==> src/rtl/core/fsi_pkg.sv <==
package fsi_pkg;

  localparam int MaxPoints = 256;
  localparam int AddrW     = $clog2(MaxPoints);
  localparam int CountW    = $clog2(MaxPoints + 1);

  typedef struct packed {
    logic [15:0] first_objective;
    logic [15:0] second_objective;
    logic        last_point;
  } in_item_t;

  typedef struct packed {
    logic [17:0] spacing;
    logic [8:0]  point_count;
    logic        count_overflow;
  } out_item_t;

  typedef enum logic [3:0] {
    ST_IDLE,
    ST_OUTER,
    ST_OREAD,
    ST_INNER,
    ST_STORE,
    ST_MEAN,
    ST_MWAIT,
    ST_VREAD,
    ST_VACC,
    ST_DIV,
    ST_ROOT,
    ST_DONE
  } state_t;

  localparam logic [0:0] RegNoNeighbour = 1'b0;

endpackage

==> src/rtl/core/fsi_divider.sv <==
module fsi_divider (
  input  logic        clk,
  input  logic        rst,
  input  logic        go,
  input  logic [47:0] dividend,
  input  logic [47:0] divisor,
  output logic [47:0] quotient,
  output logic        done
);
  import fsi_pkg::*;

  logic [47:0] rem;
  logic [47:0] quo;
  logic [47:0] dsr;
  logic [5:0]  cnt;
  logic        run;
  logic [48:0] trial;

  assign trial = {rem, quo[47]} - {1'b0, dsr};

  // shift one quotient bit per cycle
  always_ff @(posedge clk) begin
    if (rst) begin
      run  <= 1'b0;
      done <= 1'b0;
    end else begin
      done <= 1'b0;
      if (go) begin
        rem <= '0;
        quo <= dividend;
        dsr <= divisor;
        cnt <= 6'd0;
        run <= 1'b1;
      end else if (run) begin
        if (!trial[48]) begin
          rem <= trial[47:0];
          quo <= {quo[46:0], 1'b1};
        end else begin
          rem <= {rem[46:0], quo[47]};
          quo <= {quo[46:0], 1'b0};
        end
        cnt <= cnt + 6'd1;
        if (cnt == 6'd47) begin
          run  <= 1'b0;
          done <= 1'b1;
        end
      end
    end
  end

  assign quotient = quo;
endmodule

==> config.mk <==
export PLATFORM = sky130hd
export DESIGN_NAME = fsi_divider
export DESIGN_NICKNAME = d
export VERILOG_FILES = /design/src/rtl/core/fsi_pkg.sv /design/src/rtl/core/fsi_divider.sv
export SDC_FILE = /design/constraint.sdc
export NUM_CORES = 1
export LEC_CHECK = 0
export ABC_AREA = 1
export BUFFER_PORTS_ARGS = -buffer_cell sky130_fd_sc_hd__buf_2
export CELL_PAD_IN_SITES_DETAIL_PLACEMENT = 1
export CELL_PAD_IN_SITES_GLOBAL_PLACEMENT = 1
export CORE_ASPECT_RATIO = 1.4
export CORE_MARGIN = 2
export CORE_UTILIZATION = 42
export DETAILED_ROUTE_END_ITERATION = 8
export PLACE_DENSITY = 0.93
export SYNTH_ARGS = -nofsm -noshare
export SYNTH_HDL_FRONTEND = slang
export SYNTH_SLANG_ARGS = --single-unit
==> constraint.sdc <==
create_clock -name clk -period 10.5 [get_ports clk]
set_input_delay 3.15 -clock clk [delete_from_list [all_inputs] [get_ports clk]]
set_output_delay 3.15 -clock clk [all_outputs]
set_load 0.005 [all_outputs]
# Word level (Yosys, flattened, before mapping)
# Index checks and enable logic that the tools add are counted.
dict set report word_totals {
  regBits 152
  latchBits 0
  ram_bits 0
  romBits 0
  inputBits 99
  out_inout_bits 49
  word_cells 25
  mem_count 0
}
dict set report op_classes {
  n_addsub 2
  n_mul 0
  div 0
  order_cmp 0
  n_eq_ne 1
  shifts 0
  muxes 10
  bitwise 2
  n_reduce_logical 4
}
# op count
set ops {}
lappend ops {{48-bit 2-to-1 mux} 4}
lappend ops {{49-bit by 48-bit subtractor with 49-bit output} 1}
lappend ops {{6-bit by 1-bit adder with 6-bit output, second input constant} 1}
lappend ops {{6-bit equality test, second input constant} 1}
lappend ops {{6-bit 2-to-1 mux} 1}
lappend ops {{1-bit 2-to-1 mux} 5}
lappend ops {{2-bit AND reduction} 2}
lappend ops {{3-bit OR reduction} 1}
lappend ops {{1-bit NOT} 2}
lappend ops {{2-bit nonzero test} 1}

# Logic depth before layout (Yosys ltp)
dict set report logic_depth {
  word_depth 4
  depth_mapped 18
}

# Worst setup path after synthesis
# Ideal clock, no wire load.
dict set report synth_timing {
  path_type {input -> register}
  from {in go}
  to {reg cnt[0], enable pin}
  setup_time_ps 599
  arrival_ps 8628
  required_time_ps 9901
  slack_ps 1273
  stages 4
  n_path_buf 2
  cell_sequence {clkbuf_1 -> inv_2 -> clkbuf_1 -> a21oi_1}
}
dict set report synth_via {
  elab_chain_cells 2
}
# item line
set synth_rtl {}
lappend synth_rtl {{from (decl)} fsi_divider.sv:4} ;# input logic go,
lappend synth_rtl {{2-bit nonzero test (no line)} -}
lappend synth_rtl {{2-bit AND reduction (no line)} -}
lappend synth_rtl {{to (signal assigned)} fsi_divider.sv:42} ;# cnt <= cnt + 6'd1;
lappend synth_rtl {{to (decl)} fsi_divider.sv:15} ;# logic [5:0] cnt;
# No other way between the ends.
# A chain may end at the register's enable or synchronous reset.

# Worst setup path after layout
dict set report layout_timing {
  from {in go}
  to {reg rem[40], enable pin}
}
dict set report layout_via {
  elab_chain_cells 2
}
# item line
set layout_rtl {}
lappend layout_rtl {{2-bit nonzero test (no line)} -}
lappend layout_rtl {{2-bit AND reduction (no line)} -}
lappend layout_rtl {{to (signal assigned)} fsi_divider.sv:36} ;# rem <= trial[47:0];
lappend layout_rtl {{to (signal assigned)} fsi_divider.sv:39} ;# rem <= {rem[46:0], quo[47]};
lappend layout_rtl {{to (decl)} fsi_divider.sv:12} ;# logic [47:0] rem;
# No other way between the ends.

==> impl_metrics.csv <==
group,metric,value,unit
cts,cts_buffers,17,
placement,gp_congestion,0.949,
status,status,"complete, no violations",
synthesis,postSynthCellCount,1548,
grt,grt_busiest_layer,"met2",
drt,antenna_left,0,
cts,clockBufferDepth,2,
setup_path,end_kind,"flop",
cts,clock_sinks,152,
drt,dr.first_iter.drc_count,450,
grt,grt_pass1_vias,11000,
sta,setup_viol,0,
synthesis,syn_area,10700,um2
cts,clock_latency,0.45,ns
worst_hold_path,hold_path_class,"flop to flop",
setup_path,cp_max_fo,55,
power_and_ir_drop,leakage,6.73,nW
synthesis,synth_fa_ha_area_share,5.91,%
drt,via_per_inst,4.94,
synthesis,synth_top_family_by_area,"simple AND/OR/NAND/NOR gates",
power_and_ir_drop,ir_drop,131,uV
finish,layoutNonFillerInstCount,2025,
placement,placedCellCount,1993,
die,initial_core_util,42.5,%
grt,antenna_found_initial,0,
die,fp.coreArea,25200,um2
cts,cts_resized,0,
sta,drv_slew,0,
die,die_width,139,um
placement,hpwlAfterDp,26.2,mm
grt,grt_overflow,0,
finish,antennaDiodeCount,0,
sta,whs,0.545,ns
cts,htreeDepth,4,
setup_path,crit_chain,"buf_2 > inv_2 > a21oi_4 > buf_4",
setup_path,critPathBufInv,3,
setup_path,critPathTopFamily,"buffers and inverters",
sta,worst_pin_slew,0.980,ns
setup_path,slowest_stage,"buf_2",
synthesis,synthTopCellsByCount,"nand2_1 (658), inv_1 (315), nor2_1 (180)",
grt,grt.met3_usage,4.32,%
sta,fin_crit,5.41,ns
finish,drive_gt1_share,12.7,%
cts,cts_tree,"done",
synthesis,synth_xor_area_share,2.53,%
synthesis,synth.net_count,1697,
sta,clock_skew,0.00763,ns
sta,period_share,51.5,%
synthesis,yosys.area_share.simple,34.3,%
die,die_height,193,um
synthesis,synth_top_area_share,42.0,%
synthesis,synth.area.top_cells,"edfxtp_1 (42%), nand2_1 (23%), inv_1 (11%)",
synthesis,yosysSeqAreaShare,42.4,%
synthesis,synth_edf_count,150,
run,cap_violations,0,
synthesis,ys_ff_latch,152,
setup_path,worstPathArrival,5.49,ns
placement,portBuffers,147,
synthesis,avgSynthCellArea,6.92,um2
die,die_area,26800,um2
cts,root_buffer,"clkbuf_16",
sta,slew-limit-headroom,34.7,%
setup_path,startpoint_type,"input pin",
cts,post-cts-setup-buffer-count,0,
setup_path,crit_type,"input pin to flop",
setup_path,cp.required,10.58,ns
sta,rsz0062_at_grt,"false",
drt,wl,33.8,mm
die,ios,148,
synthesis,synth_top_area_cell,"edfxtp_1",
finish,area_growth,15.4,%
cts,hold_buffers,0,
synthesis,synthMuxAreaShare,0,%
synthesis,yosysMostFrequentCell,"nand2_1",
setup_path,crit_path_max_incr_delay,0.73,ns
finish,nets,1842,
drt,avgRoutedWirePerCell,16.7,um
die,num_rows,69,
grt,grtUsageMet2,50.3,%
grt,grt_pass1_wl,54.6,mm
power_and_ir_drop,p_total,2.03,mW
sta,setup_tns,0,ns
synthesis,async_flop_share,0,%
synthesis,synth_compound_area_share,1.90,%
sta,final_hold_viol_count,0,
grt,grt_max_degree,62,
drt,drt_first_pass_iters,7,
synthesis,synth_cell_types,33,
synthesis,yosys_warnings,0,
drt,dr_total_vias,10000,
grt,grtUsageMet1,25.6,%
synthesis,synth_flop_cell,"edfxtp_1",
drt,drc_errors,0,
sta,fmax,185,MHz
cts,clkTransAtPathRegs,0.07,ns
power_and_ir_drop,p_per_area,164,nW/um2
grt,grt_usage,25.9,%
[per-stage QoR]
step / util, % / area (um2) / setup slack (ns)
detailed placement: 46.5 / 11700 / 4.68
finish: 49.1 / 12400 / 5.09
CTS: 49.1 / 12400 / 5.13
global placement: 46.5 / 11700 / 4.80
global route: 49.1 / 12400 / 4.87
floorplan: - / 10700 / 1.27
[worst min-delay path: stages (launching register included)]
cell,delay [ns]
dfxtp_1,0.30
inv_1,0.12
nor4_1,0.08
[layout by cell type, fill, tap and decap left out, types with 4 or more instances in the layout]
master / Yosys / routed
nand4_1: 9 / 9
nor3_1: 5 / 5
nor4_1: 6 / 6
inv_1: 315 / 315
nor2_1: 180 / 179
a21oi_1: 33 / 32
buf_2: 0 / 147
inv_2: 10 / 10
nand2_2: 7 / 7
nand3_1: 40 / 40
buf_4: 0 / 4
nor2_2: 9 / 9
edfxtp_1: 150 / 150
clkbuf_16: 0 / 17
ha_1: 49 / 49
nand2_1: 658 / 658
bufinv_16: 0 / 4
xor2_1: 28 / 28
[per-layer routing]
metal / routed length (um) / vias up / part of all wire (%)
met5: 0 / - / 0
met4: 1970 / 0 / 5.8
met3: 1330 / 103 / 3.9
met2: 18100 / 280 / 54
met1: 12400 / 4686 / 37
li1: - / 4941 / -
[kinds of logic after synthesis]
| logic type | after synthesis |
|---|---|
| xor gates and xnor gates | 31 |
| DFF | 152 |
| AOI/OAI and AO/OA | 39 |
| and+or+nand+nor | 925 |
| buffers and inverters | 351 |
| adders and majority gates | 50 |
[registers in the layout (all words and copies together) (netlist names)]
signal,cells
rem,48
dsr,48
run,1
cnt,6
quotient,48
done,1
[path summary, 6_finish.rpt]
kind / startpoint / to / slack [ns] / cells after the start
worst min-delay path: run / done / 0.54 / 2
worst max-delay path: go / rem[40] / 5.09 / 4
worst max register to register: quotient[47] / rem[27] / 7.19 / 17
worst min register to register: run / done / 0.54 / 2
[layout make-up]
cell class	instances	area, um2
repair buffers	151	766
inverters	326	1220
flip-flops and latches	152	4540
multi-input cells	1045	4800
clock inverters	13	191
fillers	3377	12800
clock buffers	19	443
well taps	319	399
[power breakdown]
group	leakage, nW	internal [mW]	switching, mW	total [mW]
clock	0.313	0.408	0.274	0.681
sequential	1.46	0.733	0.0276	0.761
combinational	4.96	0.183	0.401	0.585
(Power assumes the default switching activity.)
