File: config.mk
export PLATFORM = sky130hd
export DESIGN_NAME = fsi_sqrt
export DESIGN_NICKNAME = d
export VERILOG_FILES = /design/src/rtl/core/fsi_pkg.sv /design/src/rtl/core/fsi_sqrt.sv
export SDC_FILE = /design/constraint.sdc
export NUM_CORES = 1
export LEC_CHECK = 0
export ABC_AREA = 1
export BUFFER_PORTS_ARGS = -buffer_cell sky130_fd_sc_hd__buf_2
export CAP_MARGIN = 15
export CELL_PAD_IN_SITES_DETAIL_PLACEMENT = 0
export CELL_PAD_IN_SITES_GLOBAL_PLACEMENT = 1
export CORE_ASPECT_RATIO = 1.5
export CORE_MARGIN = 8
export CORE_UTILIZATION = 48
export CTS_CLUSTER_DIAMETER = 150
export DETAILED_ROUTE_END_ITERATION = 10
export MAX_ROUTING_LAYER = met4
export PLACE_DENSITY_LB_ADDON = 0.1
export SYNTH_ARGS = -nofsm -noshare
export SYNTH_HDL_FRONTEND = slang
export SYNTH_SLANG_ARGS = --single-unit
File: constraint.sdc
create_clock -name clk -period 13.3 [get_ports clk]
set_input_delay 2.66 -clock clk [delete_from_list [all_inputs] [get_ports clk]]
set_output_delay 2.66 -clock clk [all_outputs]
set_load 0.1 [all_outputs]
File: src/rtl/core/fsi_pkg.sv
package fsi_pkg;

  localparam int MaxPoints = 256;
  localparam int AddrW     = $clog2(MaxPoints);
  localparam int CountW    = $clog2(MaxPoints + 1);

  typedef struct packed {
    logic [15:0] first_objective;
    logic [15:0] second_objective;
    logic        last_point;
  } in_item_t;

  typedef struct packed {
    logic [17:0] spacing;
    logic [8:0]  point_count;
    logic        count_overflow;
  } out_item_t;

  typedef enum logic [3:0] {
    ST_IDLE,
    ST_OUTER,
    ST_OREAD,
    ST_INNER,
    ST_STORE,
    ST_MEAN,
    ST_MWAIT,
    ST_VREAD,
    ST_VACC,
    ST_DIV,
    ST_ROOT,
    ST_DONE
  } state_t;

  localparam logic [0:0] RegNoNeighbour = 1'b0;

endpackage

File: src/rtl/core/fsi_sqrt.sv
module fsi_sqrt (
  input  logic        clk,
  input  logic        rst,
  input  logic        go,
  input  logic [47:0] radicand,
  output logic [23:0] root,
  output logic        done
);
  import fsi_pkg::*;

  logic [47:0] v;
  logic [47:0] res;
  logic [47:0] bitv;
  logic        run;
  logic [47:0] trial;

  assign trial = res + bitv;

  // resolve one root bit per cycle
  always_ff @(posedge clk) begin
    if (rst) begin
      run  <= 1'b0;
      done <= 1'b0;
    end else begin
      done <= 1'b0;
      if (go) begin
        v    <= radicand;
        res  <= '0;
        bitv <= 48'h4000_0000_0000;
        run  <= 1'b1;
      end else if (run) begin
        if (v >= trial) begin
          v   <= v - trial;
          res <= (res >> 1) + bitv;
        end else begin
          res <= res >> 1;
        end
        bitv <= bitv >> 2;
        if (bitv == 48'd1) begin
          run  <= 1'b0;
          done <= 1'b1;
        end
      end
    end
  end

  assign root = res[23:0];
endmodule
# Word level (Yosys, flattened, before mapping)
# Cells that the tools add are included.
[word_totals] regBits=122 input_bits=51 output_inout_bits=25
[classes] add_sub_neg=3 magnitude_cmp=1 eq_ne=1 n_mux=10 bitwise_logic=2 reduce_logical=5
[op_table] cell="$mux W48" count=5
[op_table] cell="$add A47 B47 Y48" count=1
[op_table] cell="$add A48 B47 Y48" count=1
[op_table] cell="$ge A48 B48 Y1" count=1
[op_table] cell="$sub A48 B48 Y48" count=1
[op_table] cell="$mux W47" count=1
[op_table] cell="$eq A24 B1 Y1 const B" count=1
[op_table] cell="$mux W1" count=4
[op_table] cell="$reduce_bool A2 Y1" count=2
[op_table] cell="$reduce_and A3 Y1" count=1
[op_table] cell="$reduce_or A3 Y1" count=1
[op_table] cell="$not A1 Y1" count=2
[op_table] cell="$reduce_and A2 Y1" count=1

# Longest topological paths before layout
# Gate-level depths: netlist of the first run.
[depth] ltp_word=5 ltp_mapped=26 mapped_depth_nobuf=26

# Least setup slack after synthesis of the first run
# No wires, ideal clock.
[synth_path] path_type="input -> register" from="input port go" to="register v[0], enable pin" setup_ns=0.402 t_arrival_ns=7.680 path_slack_ns=5.217 cell_stages=4 path_buffers=0 cell_sequence="clkinv_1 -> a21oi_1 -> o21ai_1 -> inv_1"
[synth_via] elab_chain_cells=2 word_cells_on_any_way=3 cone_classes="reduce/logical (3)"
[synth_lines] item="from (decl)" line="fsi_sqrt.sv:4" text="input logic go,"
[synth_lines] item="$reduce_bool A2 Y1 (no source line)"
[synth_lines] item="$reduce_and A3 Y1 (no source line) (*)"
[synth_lines] item="to (signal assigned)" line="fsi_sqrt.sv:27" text="v <= radicand;"
[synth_lines] item="to (signal assigned)" line="fsi_sqrt.sv:33" text="v <= v - trial;"
[synth_lines] item="to (decl)" line="fsi_sqrt.sv:11" text="logic [47:0] v;"
# Every way passes the cells marked *; elsewhere a longest branch is shown, timed or not.
# A chain may end at the register's enable or synchronous reset.

# Final worst setup path of the first run
[layout_path] from="register res[8]" to="register v[38], enable pin"
[layout_via] elab_chain_cells=4
[layout_lines] item="from (decl)" line="fsi_sqrt.sv:12" text="logic [47:0] res;"
[layout_lines] item="from (signal assigned)" line="fsi_sqrt.sv:34" text="res <= (res >> 1) + bitv;"
[layout_lines] item="from (signal assigned)" line="fsi_sqrt.sv:36" text="res <= res >> 1;"
[layout_lines] item="$add A48 B47 Y48" line="fsi_sqrt.sv:17" text="assign trial = res + bitv;"
[layout_lines] item="$ge A48 B48 Y1" line="fsi_sqrt.sv:32" text="if (v >= trial) begin"
[layout_lines] item="$reduce_bool A2 Y1 (no source line)"
[layout_lines] item="$reduce_and A3 Y1 (no source line)"
# Every way passes these cells.

==> flow_metrics.env, run 1 <==
export IMPL_drc_errors=0
export IMPL_initialDrtViolationCount=994
export IMPL_ys_seq_elements=122
export IMPL_finalHoldViolCount=0
export IMPL_syn2layout_area_growth_pct=7.757
export IMPL_slew_violations=0
export IMPL_skew_ns=0.009497
export IMPL_critPathKind="register to register"
export IMPL_cp_cell_sequence="ha_1 > nand2_1 > o21ai_1 > nand2_1 > o21ai_0 > inv_1 > o21ai_1 > nand3_1 > nand4_1 > nand2_1 > ha_1 > inv_2 > nor3_2 > nand2_1 > nor2_1 > and2_1 > nand2_2 > nand3_4 > buf_4 > o21ai_1 > inv_2 > buf_4"
export IMPL_synth_fp_nets=2550
export IMPL_pre_cts_ws_ns=7.825
export IMPL_fin_nets=2602
export IMPL_netlist_area_um2=14580
export IMPL_routed_wl_um=55100
export IMPL_grt_start_max_net_pins=73
export IMPL_finalSetupViolCount=0
export IMPL_layout_drive_gt1_share_pct=7.140
export IMPL_cp_top_family="simple AND/OR/NAND/NOR gates"
export IMPL_crit_start="res[8]$_SDFFCE_PP0P_"
export IMPL_met3_usage_pct=2.884
export IMPL_synthCells=2400
export IMPL_slew_headroom_pct=33.06
export IMPL_max_freq_mhz=174.8
export IMPL_fillCellCount=3254
export IMPL_netlist_top_cells_area="edfxtp_1 (25%), nand2_1 (23%), inv_1 (9.3%)"
export IMPL_power_density_nw_per_um2=127.7
export IMPL_grt_antenna_before_repair=0
export IMPL_rows=78
export IMPL_post_cts_setup_buffers=0
export IMPL_max_cap_violations=0
export IMPL_die_x_um=158.3
export IMPL_yosysTopAreaCell="edfxtp_1"
export IMPL_ys_warnings_count=0
export IMPL_worstPathArrival_ns=5.81
export IMPL_hold_start="run$_SDFF_PP0_"
export IMPL_dpl_hpwl_um=45170
export IMPL_yosysSeqAreaShare_pct=24.99
export IMPL_max_stage_delay_ns=0.59
export IMPL_tritoncts="built"
export IMPL_grt_pass1_wl_um=83660
export IMPL_met1_usage_pct=30.74
export IMPL_worstPathRequired_ns=13.39
export IMPL_insertion_delay_ns=0.46
export IMPL_via_per_inst=5.424
export IMPL_cts_hold_buf=0
export IMPL_grt_overflow_total=0
export IMPL_io_pins=76
export IMPL_fin_crit_ns=5.722
export IMPL_critical_path_max_fanout=48
export IMPL_gp_congestion=1.062
export IMPL_p_leak_nw=7.877
export IMPL_htreeDepth=4
export IMPL_peakVddDrop_mv=0.08033
export IMPL_grtUsageTotal_pct=31.59
export IMPL_design_core_area_um2=30060
export IMPL_status="completed"
export IMPL_wl_per_cell_um=19.23
export IMPL_reg2reg_from="res[8]$_SDFFCE_PP0P_"
export IMPL_cts_root_buffer="clkbuf_16"
export IMPL_min_period_over_period_pct=43.02
export IMPL_yosys_area_top_type_share_pct=24.71
export IMPL_holdWs_ns=0.5197
export IMPL_via_count=15540
export IMPL_yosysUniqueCellTypes=48
export IMPL_path_common_cell="nand2_1"
export IMPL_startpoint_type="register"
export IMPL_cp_buffers_inverters=5
export IMPL_cts_buffers=17
export IMPL_drt_pass1_iterations=5
export IMPL_first_global_vias=15580
export IMPL_cts_clk_slew_worst_paths_ns=0.07
export IMPL_clock_sinks=122
export IMPL_timing_final_ws_setup_ns=7.578
export IMPL_die_h_um=229.5
export IMPL_initial_utilization_pct=48.51
export IMPL_avgSynthCellArea_um2=6.076
export IMPL_hp_class="register to register"
export IMPL_ant_nets=0
export IMPL_top_usage_layer="met2"
export IMPL_cts_resized=0
export IMPL_slowest_stage="buf_4"
export IMPL_cts_buffer_depth=2
export IMPL_fin_total_pwr_mw=2.007
export IMPL_rsz0062_at_grt="false"
export IMPL_port_buffers=75
export IMPL_die_area_um2=36330
export IMPL_setup_tns_ns=0
export IMPL_cp_end_kind="register"
export IMPL_worst_pin_slew_ns=1.004
export IMPL_antennaDiodeCount=0
export IMPL_use_met2_pct=56.60
state kept, by name, indices dropped and copies added (netlist names):
register  flops
bitv         24
done          1
res          48
run           1
v            48
cells in the mapped netlist, drive strengths merged:
cell type	count
nand2	893
inv	370
nor2	275
nand3	186
edfxtp	120
a21oi	116
ha	98
o21ai	98
xnor2	43
buf	34
nand4	30
xor2	21
nand3b	20
nor3	18
clkbuf	14
or2	13
o21bai	12
a21o	8
nor4	6
and2	4
o21a	4
a21boi	3
a31oi	3
o22ai	3
clkinv	2
dfxtp	2
a211oi	1
fa	1
nand2b	1
nor3b	1
power breakdown:
| group | internal (mW) | switching, mW | total (mW) | leakage, nW |
|---|---|---|---|---|
| clock network | 0.240 | 0.207 | 0.447 | 0.259 |
| registers | 0.488 | 0.0506 | 0.539 | 1.18 |
| logic | 0.316 | 0.704 | 1.02 | 6.44 |
| total | 1.04 | 0.962 | 2.01 | 7.88 |
kinds of logic (layout without fill, tap and decap cells):
kind of cell               after synthesis  after routing  share of synthesized area (%)
DFF                                    122            122                          24.99
xor gates and xnor gates                64             64                          3.844
buffers and inverters                  420            485                          11.94
adders and majority gates               99             99                          8.546
and+or+nand+nor                       1447           1447                          41.13
AOI/OAI and AO/OA                      248            248                          9.559
stage by stage:
step | std cells | util [%] | area (um^2)
floorplan | 2400 | - | 14580
global placement | 2833 | 50.47 | 15170
detailed placement | 2833 | 50.47 | 15170
CTS | 2865 | 52.27 | 15710
global route | 2865 | 52.27 | 15710
finish | 2865 | 52.27 | 15710
worst min-delay path, cell delays in order, from the launching register on:
cell and delay, ns:
dfxtp_1 0.30, inv_1 0.11, nor3b_1 0.06
final timing paths:
path	depth (start not counted)	to	slack (ns)
setup / recovery	22	v[38]$_DFFE_PP_	7.58
hold reg to reg	2	done$_SDFF_PP0_	0.52
hold / removal	2	done$_SDFF_PP0_	0.52
setup reg to reg	22	v[38]$_DFFE_PP_	7.58
routing by layer:
layer,up-vias,part of all wire [%]
met5,-,0
met3,198,3.7
met2,489,52
met4,0,8.0
met1,7117,36
li1,7736,-
area by class of cell:
| type | instances | area [um^2] | area share, % |
|---|---|---|---|
| Multi-Input combinational cell | 1858 | 9209 | 58.61 |
| Sequential cell | 122 | 3643 | 23.19 |
| Clock buffer | 17 | 425.4 | 2.707 |
| Clock inverter | 15 | 115.1 | 0.7326 |
| Inverter | 372 | 1396 | 8.887 |
| Timing Repair Buffer | 81 | 422.9 | 2.692 |
| Tap cell | 400 | 500.5 | 3.185 |
cells in the final DEF, fill, tap and decap left out, types with 16 or more instances in the layout:
cell type	count
a21oi_1	103
buf_2	74
clkbuf_16	17
edfxtp_1	120
ha_1	98
inv_1	361
nand2_1	885
nand3_1	183
nand3b_1	20
nand4_1	30
nor2_1	268
nor3_1	16
o21ai_0	79
xnor2_1	43
xor2_1	21
Power figures use the tool's default switching activity.
==> run 2: changes to the inputs <==
--- a/config.mk
+++ b/config.mk
@@ -12,7 +12,7 @@
 export CELL_PAD_IN_SITES_GLOBAL_PLACEMENT = 1
 export CORE_ASPECT_RATIO = 1.5
 export CORE_MARGIN = 8
-export CORE_UTILIZATION = 48
+export CORE_UTILIZATION = 45
 export CTS_CLUSTER_DIAMETER = 150
 export DETAILED_ROUTE_END_ITERATION = 10
 export MAX_ROUTING_LAYER = met4
==> constraint.sdc (replaced) <==
create_clock -name clk -period 5.4 [get_ports clk]
set_input_delay 1.08 -clock clk [delete_from_list [all_inputs] [get_ports clk]]
set_output_delay 1.08 -clock clk [all_outputs]
set_load 0.1 [all_outputs]
==> flow_metrics.env, run 2 (synthesis gave the netlist of run 1 again) <==
export IMPL_die_h_um=236.5
export IMPL_rsz0062_at_grt="false"
export IMPL_hold_start="run$_SDFF_PP0_"
export IMPL_reg2reg_from="res[8]$_SDFFCE_PP0P_"
export IMPL_slowest_stage="edfxtp_1"
export IMPL_post_place_cells=2852
export IMPL_drt_pass1_iterations=9
export IMPL_layout_drive_gt1_share_pct=7.518
export IMPL_syn2layout_area_growth_pct=9.070
export IMPL_dpl_hpwl_um=47650
export IMPL_antennaDiodeCount=0
export IMPL_worst_pin_slew_ns=0.7629
export IMPL_rows=80
export IMPL_skew_ns=0.01292
export IMPL_p_leak_nw=7.975
export IMPL_cp_top_family="simple AND/OR/NAND/NOR gates"
export IMPL_grt_overflow_total=0
export IMPL_wl_met1_um=20530
export IMPL_fin_crit_ns=4.921
export IMPL_wl_per_cell_um=19.76
export IMPL_worstReg2RegEnd="res[23]$_SDFFCE_PP0P_"
export IMPL_finalSetupViolCount=0
export IMPL_cp_end_kind="register"
export IMPL_routed_wl_um=56980
export IMPL_cts_resized=0
export IMPL_cts_buffers=17
export IMPL_grt_antenna_before_repair=0
export IMPL_grt_start_max_net_pins=49
export IMPL_final_common_cell="nand2_1"
export IMPL_placed_cell_area_um2=15280
export IMPL_cts_root_buffer="clkbuf_16"
export IMPL_startpoint_type="register"
export IMPL_worstHoldPathCells=2
export IMPL_grtUsageTotal_pct=30.41
export IMPL_power_density_nw_per_um2=325.2
export IMPL_insertion_delay_ns=0.46
export IMPL_path_common_cell="nand2_1"
export IMPL_drc_errors=0
export IMPL_worstPathArrival_ns=5.13
export IMPL_die_x_um=163.0
export IMPL_cp_buffers_inverters=3
export IMPL_cp_cell_sequence="ha_1 > nand2_1 > o21ai_1 > nand2_1 > o21ai_0 > inv_1 > o21ai_1 > nand3_1 > nand4_1 > nand2_1 > ha_1 > inv_2 > nor3_2 > nand2_1 > nor2_1 > and2_1 > nand2_2 > nand3_4 > buf_4 > nand3_1 > nand2_1 > nor2_1"
export IMPL_min_period_over_period_pct=91.14
export IMPL_r2r_slack_ns=0.48
export IMPL_io_pins=76
export IMPL_clock_sinks=122
export IMPL_post_cts_setup_buffers=0
export IMPL_wl_met3_um=1845
export IMPL_max_stage_delay_ns=0.54
export IMPL_largest_registers="res x48, v x48, bitv x24"
export IMPL_max_freq_mhz=203.2
export IMPL_ant_nets=0
export IMPL_setup_tns_ns=0
export IMPL_grt_pass1_wl_um=86270
export IMPL_wl_met2_um=30380
export IMPL_initialDrtViolationCount=1012
export IMPL_fin_nets=2611
export IMPL_gp_congestion=1.072
export IMPL_fin_area_um2=15900
export IMPL_design_core_area_um2=31830
export IMPL_port_buffers=75
export IMPL_worstPathRequired_ns=5.61
export IMPL_die_area_um2=38540
export IMPL_mostFrequentLayoutCells="nand2_1 (885), inv_1 (361), nor2_1 (268)"
export IMPL_slew_violations=0
export IMPL_first_global_vias=15730
export IMPL_critical_path_max_fanout=44
export IMPL_status="completed"
export IMPL_ff2ff_path_depth=22
export IMPL_peakVddDrop_mv=0.1834
export IMPL_hp_class="register to register"
export IMPL_min_to="done$_SDFF_PP0_"
export IMPL_tritoncts="built"
export IMPL_cts_clk_slew_worst_paths_ns=0.07
export IMPL_critPathKind="register to register"
export IMPL_finalHoldViolCount=0
export IMPL_max_cap_violations=0
export IMPL_via_per_inst=5.383
export IMPL_cts_hold_buf=0
export IMPL_slew_headroom_pct=48.60
export IMPL_via_count=15530
export IMPL_routed_top_layer="met4"
export IMPL_initial_utilization_pct=45.81
export IMPL_fin_cells=2884
export IMPL_cts_buffer_depth=2
export IMPL_htreeDepth=4
[run 2: cell count changes in the layout (fill, tap and decap cells not counted), sizes merged]
cell,previous run,this run
clkinv,7,3
buf,81,90
bufinv,0,3
inv,377,380
clkinvlp,3,1
[run 2: cell type report]
| type | count | area [um^2] |
|---|---|---|
| inverters | 372 | 1396 |
| clock buffers | 17 | 425.4 |
| repair buffers | 90 | 515.5 |
| well taps | 410 | 513.0 |
| flip-flops and latches | 122 | 3643 |
| multi-input cells | 1858 | 9209 |
| fillers | 3455 | 15930 |
| clock inverters | 15 | 201.4 |
[run 2: worst min-delay path: stages (launching register included)]
cell and delay, ns:
dfxtp_1 0.30, inv_1 0.11, nor3b_1 0.06
[run 2: metrics by stage]
stage / worst slack [ns] / hold slack, ns / total power [mW] / utilization [%]
final: 0.4786 / 0.5194 / 5.172 / 49.96
after global routing: 0.07919 / 0.5325 / 5.507 / 49.96
after CTS: 0.4990 / 0.5183 / 5.155 / 49.96
after detailed placement: 0.5371 / 0.5078 / 3.882 / 48.00
after global placement: 0.5383 / 0.4873 / 3.864 / 48.00
after floorplan: 0.3651 / 0.4406 / 3.203 / -
[run 2: worst max-delay path by stage]
| stage | slack (ns) | cells after the start | startpoint | to |
|---|---|---|---|---|
| floorplan | 0.37 | 4 | go | v[0]$_DFFE_PP_ |
| global placement | 0.54 | 21 | res[8]$_SDFFCE_PP0P_ | v[12]$_DFFE_PP_ |
| detailed placement | 0.54 | 21 | res[8]$_SDFFCE_PP0P_ | v[6]$_DFFE_PP_ |
| CTS | 0.50 | 21 | res[8]$_SDFFCE_PP0P_ | v[4]$_DFFE_PP_ |
| global route | 0.08 | 22 | res[8]$_SDFFCE_PP0P_ | res[23]$_SDFFCE_PP0P_ |
| finish | 0.48 | 22 | res[8]$_SDFFCE_PP0P_ | res[23]$_SDFFCE_PP0P_ |
[run 2: metal layers]
| layer | vias up | GRT usage (%) |
|---|---|---|
| met1 | 7109 | 29.44 |
| met3 | 178 | 2.727 |
| met4 | 0 | 20.36 |
| met2 | 452 | 56.20 |
| met5 | - | - |
| li1 | 7786 | - |
[run 2: where the power goes]
part | switching [mW] | internal [mW]
combinational | 1.78 | 0.794
clock | 0.532 | 0.745
sequential | 0.118 | 1.20
==> run 3: changes to the inputs <==
--- a/config.mk
+++ b/config.mk
@@ -17,6 +17,7 @@
 export DETAILED_ROUTE_END_ITERATION = 10
 export MAX_ROUTING_LAYER = met4
 export PLACE_DENSITY_LB_ADDON = 0.1
+export REMOVE_ABC_BUFFERS = 1
 export SYNTH_ARGS = -nofsm -noshare
 export SYNTH_HDL_FRONTEND = slang
 export SYNTH_SLANG_ARGS = --single-unit
==> flow_metrics.env, run 3 (synthesis gave the netlist of run 1 again) <==
export IMPL_min_to="done$_SDFF_PP0_"
export IMPL_tritoncts="built"
export IMPL_via_count=15560
export IMPL_r2r_slack_ns=0.28
export IMPL_rsz0062_at_grt="false"
export IMPL_fin_nets=2612
export IMPL_slew_headroom_pct=39.27
export IMPL_post_cts_setup_buffers=0
export IMPL_peakVddDrop_mv=0.2410
export IMPL_die_area_um2=38540
export IMPL_combPwrFrac_pct=50.5
export IMPL_drc_errors=0
export IMPL_final_seq_area_um2=3643
export IMPL_critPathKind="register to register"
export IMPL_routed_wl_um=56790
export IMPL_critical_path_max_fanout=44
export IMPL_max_stage_delay_ns=0.73
export IMPL_design_core_area_um2=31830
export IMPL_status="completed"
export IMPL_max_freq_mhz=195.4
export IMPL_met3_usage_pct=2.709
export IMPL_final_common_cell="nand2_1"
export IMPL_cts_root_buffer="clkbuf_16"
export IMPL_worstHoldPathCells=2
export IMPL_startpoint_type="register"
export IMPL_holdWs_ns=0.5206
export IMPL_top_usage_layer="met2"
export IMPL_max_cap_violations=0
export IMPL_htreeDepth=4
export IMPL_worst_pin_slew_ns=0.9014
export IMPL_hold_start="run$_SDFF_PP0_"
export IMPL_rows=80
export IMPL_dpl_hpwl_um=47120
export IMPL_first_global_vias=15830
export IMPL_met1_usage_pct=29.29
export IMPL_ant_nets=0
export IMPL_seq_power_share_pct=26.0
export IMPL_initial_utilization_pct=45.81
export IMPL_port_buffers=75
export IMPL_cts_buffer_depth=2
export IMPL_sw_frac_of_total_pct=47.67
export IMPL_cts_clk_slew_worst_paths_ns=0.07
export IMPL_clock_sinks=122
export IMPL_fillCellCount=3499
export IMPL_antennaDiodeCount=0
export IMPL_grt_overflow_total=0
export IMPL_slew_violations=0
export IMPL_setup_tns_ns=0
export IMPL_insertion_delay_ns=0.46
export IMPL_use_met2_pct=54.70
export IMPL_path_common_cell="nand2_1"
export IMPL_via_per_inst=5.394
export IMPL_io_pins=76
export IMPL_cp_cell_sequence="ha_1 > nand2_1 > nor2_1 > inv_1 > o21ai_0 > nand3_1 > nand4_1 > nand2_1 > ha_1 > nand4_1 > inv_2 > nand2_1 > nor2_1 > and2_1 > nand2_2 > nand3_4 > buf_4 > nand3_1 > nand2_1 > nor2_1"
export IMPL_wl_per_cell_um=19.68
export IMPL_fin_total_pwr_mw=5.058
export IMPL_cp_end_kind="register"
export IMPL_finalHoldViolCount=0
export IMPL_drt_pass1_iterations=5
export IMPL_switchingPower_mw=2.411
export IMPL_min_period_over_period_pct=94.80
export IMPL_worstPathRequired_ns=5.61
export IMPL_mostFrequentLayoutCells="nand2_1 (885), inv_1 (361), nor2_1 (268)"
export IMPL_initialDrtViolationCount=1140
export IMPL_hp_class="register to register"
export IMPL_slowest_stage="o21ai_0"
export IMPL_p_leak_nw=7.952
export IMPL_die_h_um=236.5
export IMPL_cts_hold_buf=0
export IMPL_gp_congestion=1.022
export IMPL_finalSetupViolCount=0
export IMPL_layout_drive_gt1_share_pct=7.515
export IMPL_multi_input_comb_area_um2=9209
export IMPL_grtUsageTotal_pct=30.17
export IMPL_grt_start_max_net_pins=52
export IMPL_grt_pass1_wl_um=85630
export IMPL_cts_resized=0
export IMPL_cts_buffers=17
export IMPL_syn2layout_area_growth_pct=8.667
export IMPL_reg2reg_from="res[8]$_SDFFCE_PP0P_"
export IMPL_worstReg2RegEnd="res[19]$_SDFFCE_PP0P_"
export IMPL_clockPowerShare_pct=23.5
export IMPL_worstPathArrival_ns=5.33
export IMPL_grt_antenna_before_repair=0
export IMPL_p_int_mw=2.647
export IMPL_die_x_um=163.0
export IMPL_skew_ns=0.01598
export IMPL_largest_registers="res x48, v x48, bitv x24"
export IMPL_ff2ff_path_depth=20
export IMPL_power_density_nw_per_um2=319.2
export IMPL_fin_crit_ns=5.119
[run 3: changes by cell type in the layout (fill, tap and decap cells not counted)]
cell,previous run,this run
buf_12,2,0
buf_4,14,16
bufinv_16,3,1
buf_6,0,1
clkinv_1,1,2
inv_8,3,4
[run 3: power groups by stage]
stage               clock [mW]  combinational [mW]  sequential, mW
global placement             0                2.51            1.33
global route              1.22                2.84            1.33
finish                    1.19                2.55            1.31
detailed placement           0                2.53            1.33
CTS                       1.20                2.54            1.31
floorplan                    0                1.69            1.43
[run 3: metal layers]
| metal | up-vias | part of all wire (%) |
|---|---|---|
| li1 | 7774 | - |
| met1 | 7104 | 36 |
| met2 | 487 | 52 |
| met3 | 196 | 3.6 |
| met4 | 0 | 8.2 |
| met5 | - | 0 |
[run 3: cell type report]
cell class | count | share of cell area [%]
multi-input combinational | 1858 | 58.12
sequential | 122 | 22.99
inverter | 372 | 8.812
tap | 410 | 3.238
timing repair buffer | 91 | 3.166
clock buffer | 17 | 2.685
clock inverter | 15 | 0.9870
[run 3: per-stage QoR]
stage	cells	area, um^2	worst slack, ns	util (%)
floorplan	2352	14240	-2.183	-
global placement	2853	15260	0.3085	47.94
detailed placement	2853	15260	0.3084	47.94
CTS	2885	15840	0.2711	49.77
global route	2885	15850	0.01805	49.78
finish	2885	15850	0.2810	49.78
[run 3: worst max path at each step]
| stage | slack, ns | from | to |
|---|---|---|---|
| 4_1_cts | 0.27 | res[8]$_SDFFCE_PP0P_ | v[40]$_DFFE_PP_ |
| 5_1_grt | 0.02 | res[8]$_SDFFCE_PP0P_ | res[39]$_SDFFCE_PP0P_ |
| 3_5_place_dp | 0.31 | res[8]$_SDFFCE_PP0P_ | v[44]$_DFFE_PP_ |
| 6_report | 0.28 | res[8]$_SDFFCE_PP0P_ | res[19]$_SDFFCE_PP0P_ |
| 3_3_place_gp | 0.31 | res[8]$_SDFFCE_PP0P_ | v[40]$_DFFE_PP_ |
| 2_1_floorplan | -2.18 | go | v[0]$_DFFE_PP_ |
[run 3: worst max-delay path: cells and delay by family, from the launching register on]
family                   cells  cell delay, ns
AND/OR/NAND/NOR             14            2.12
adder cells (fa/ha/maj)      2            0.82
flip-flops                   1            0.53
buffers and inverters        3            0.66
AO/OA/AOI/OAI                1            0.73
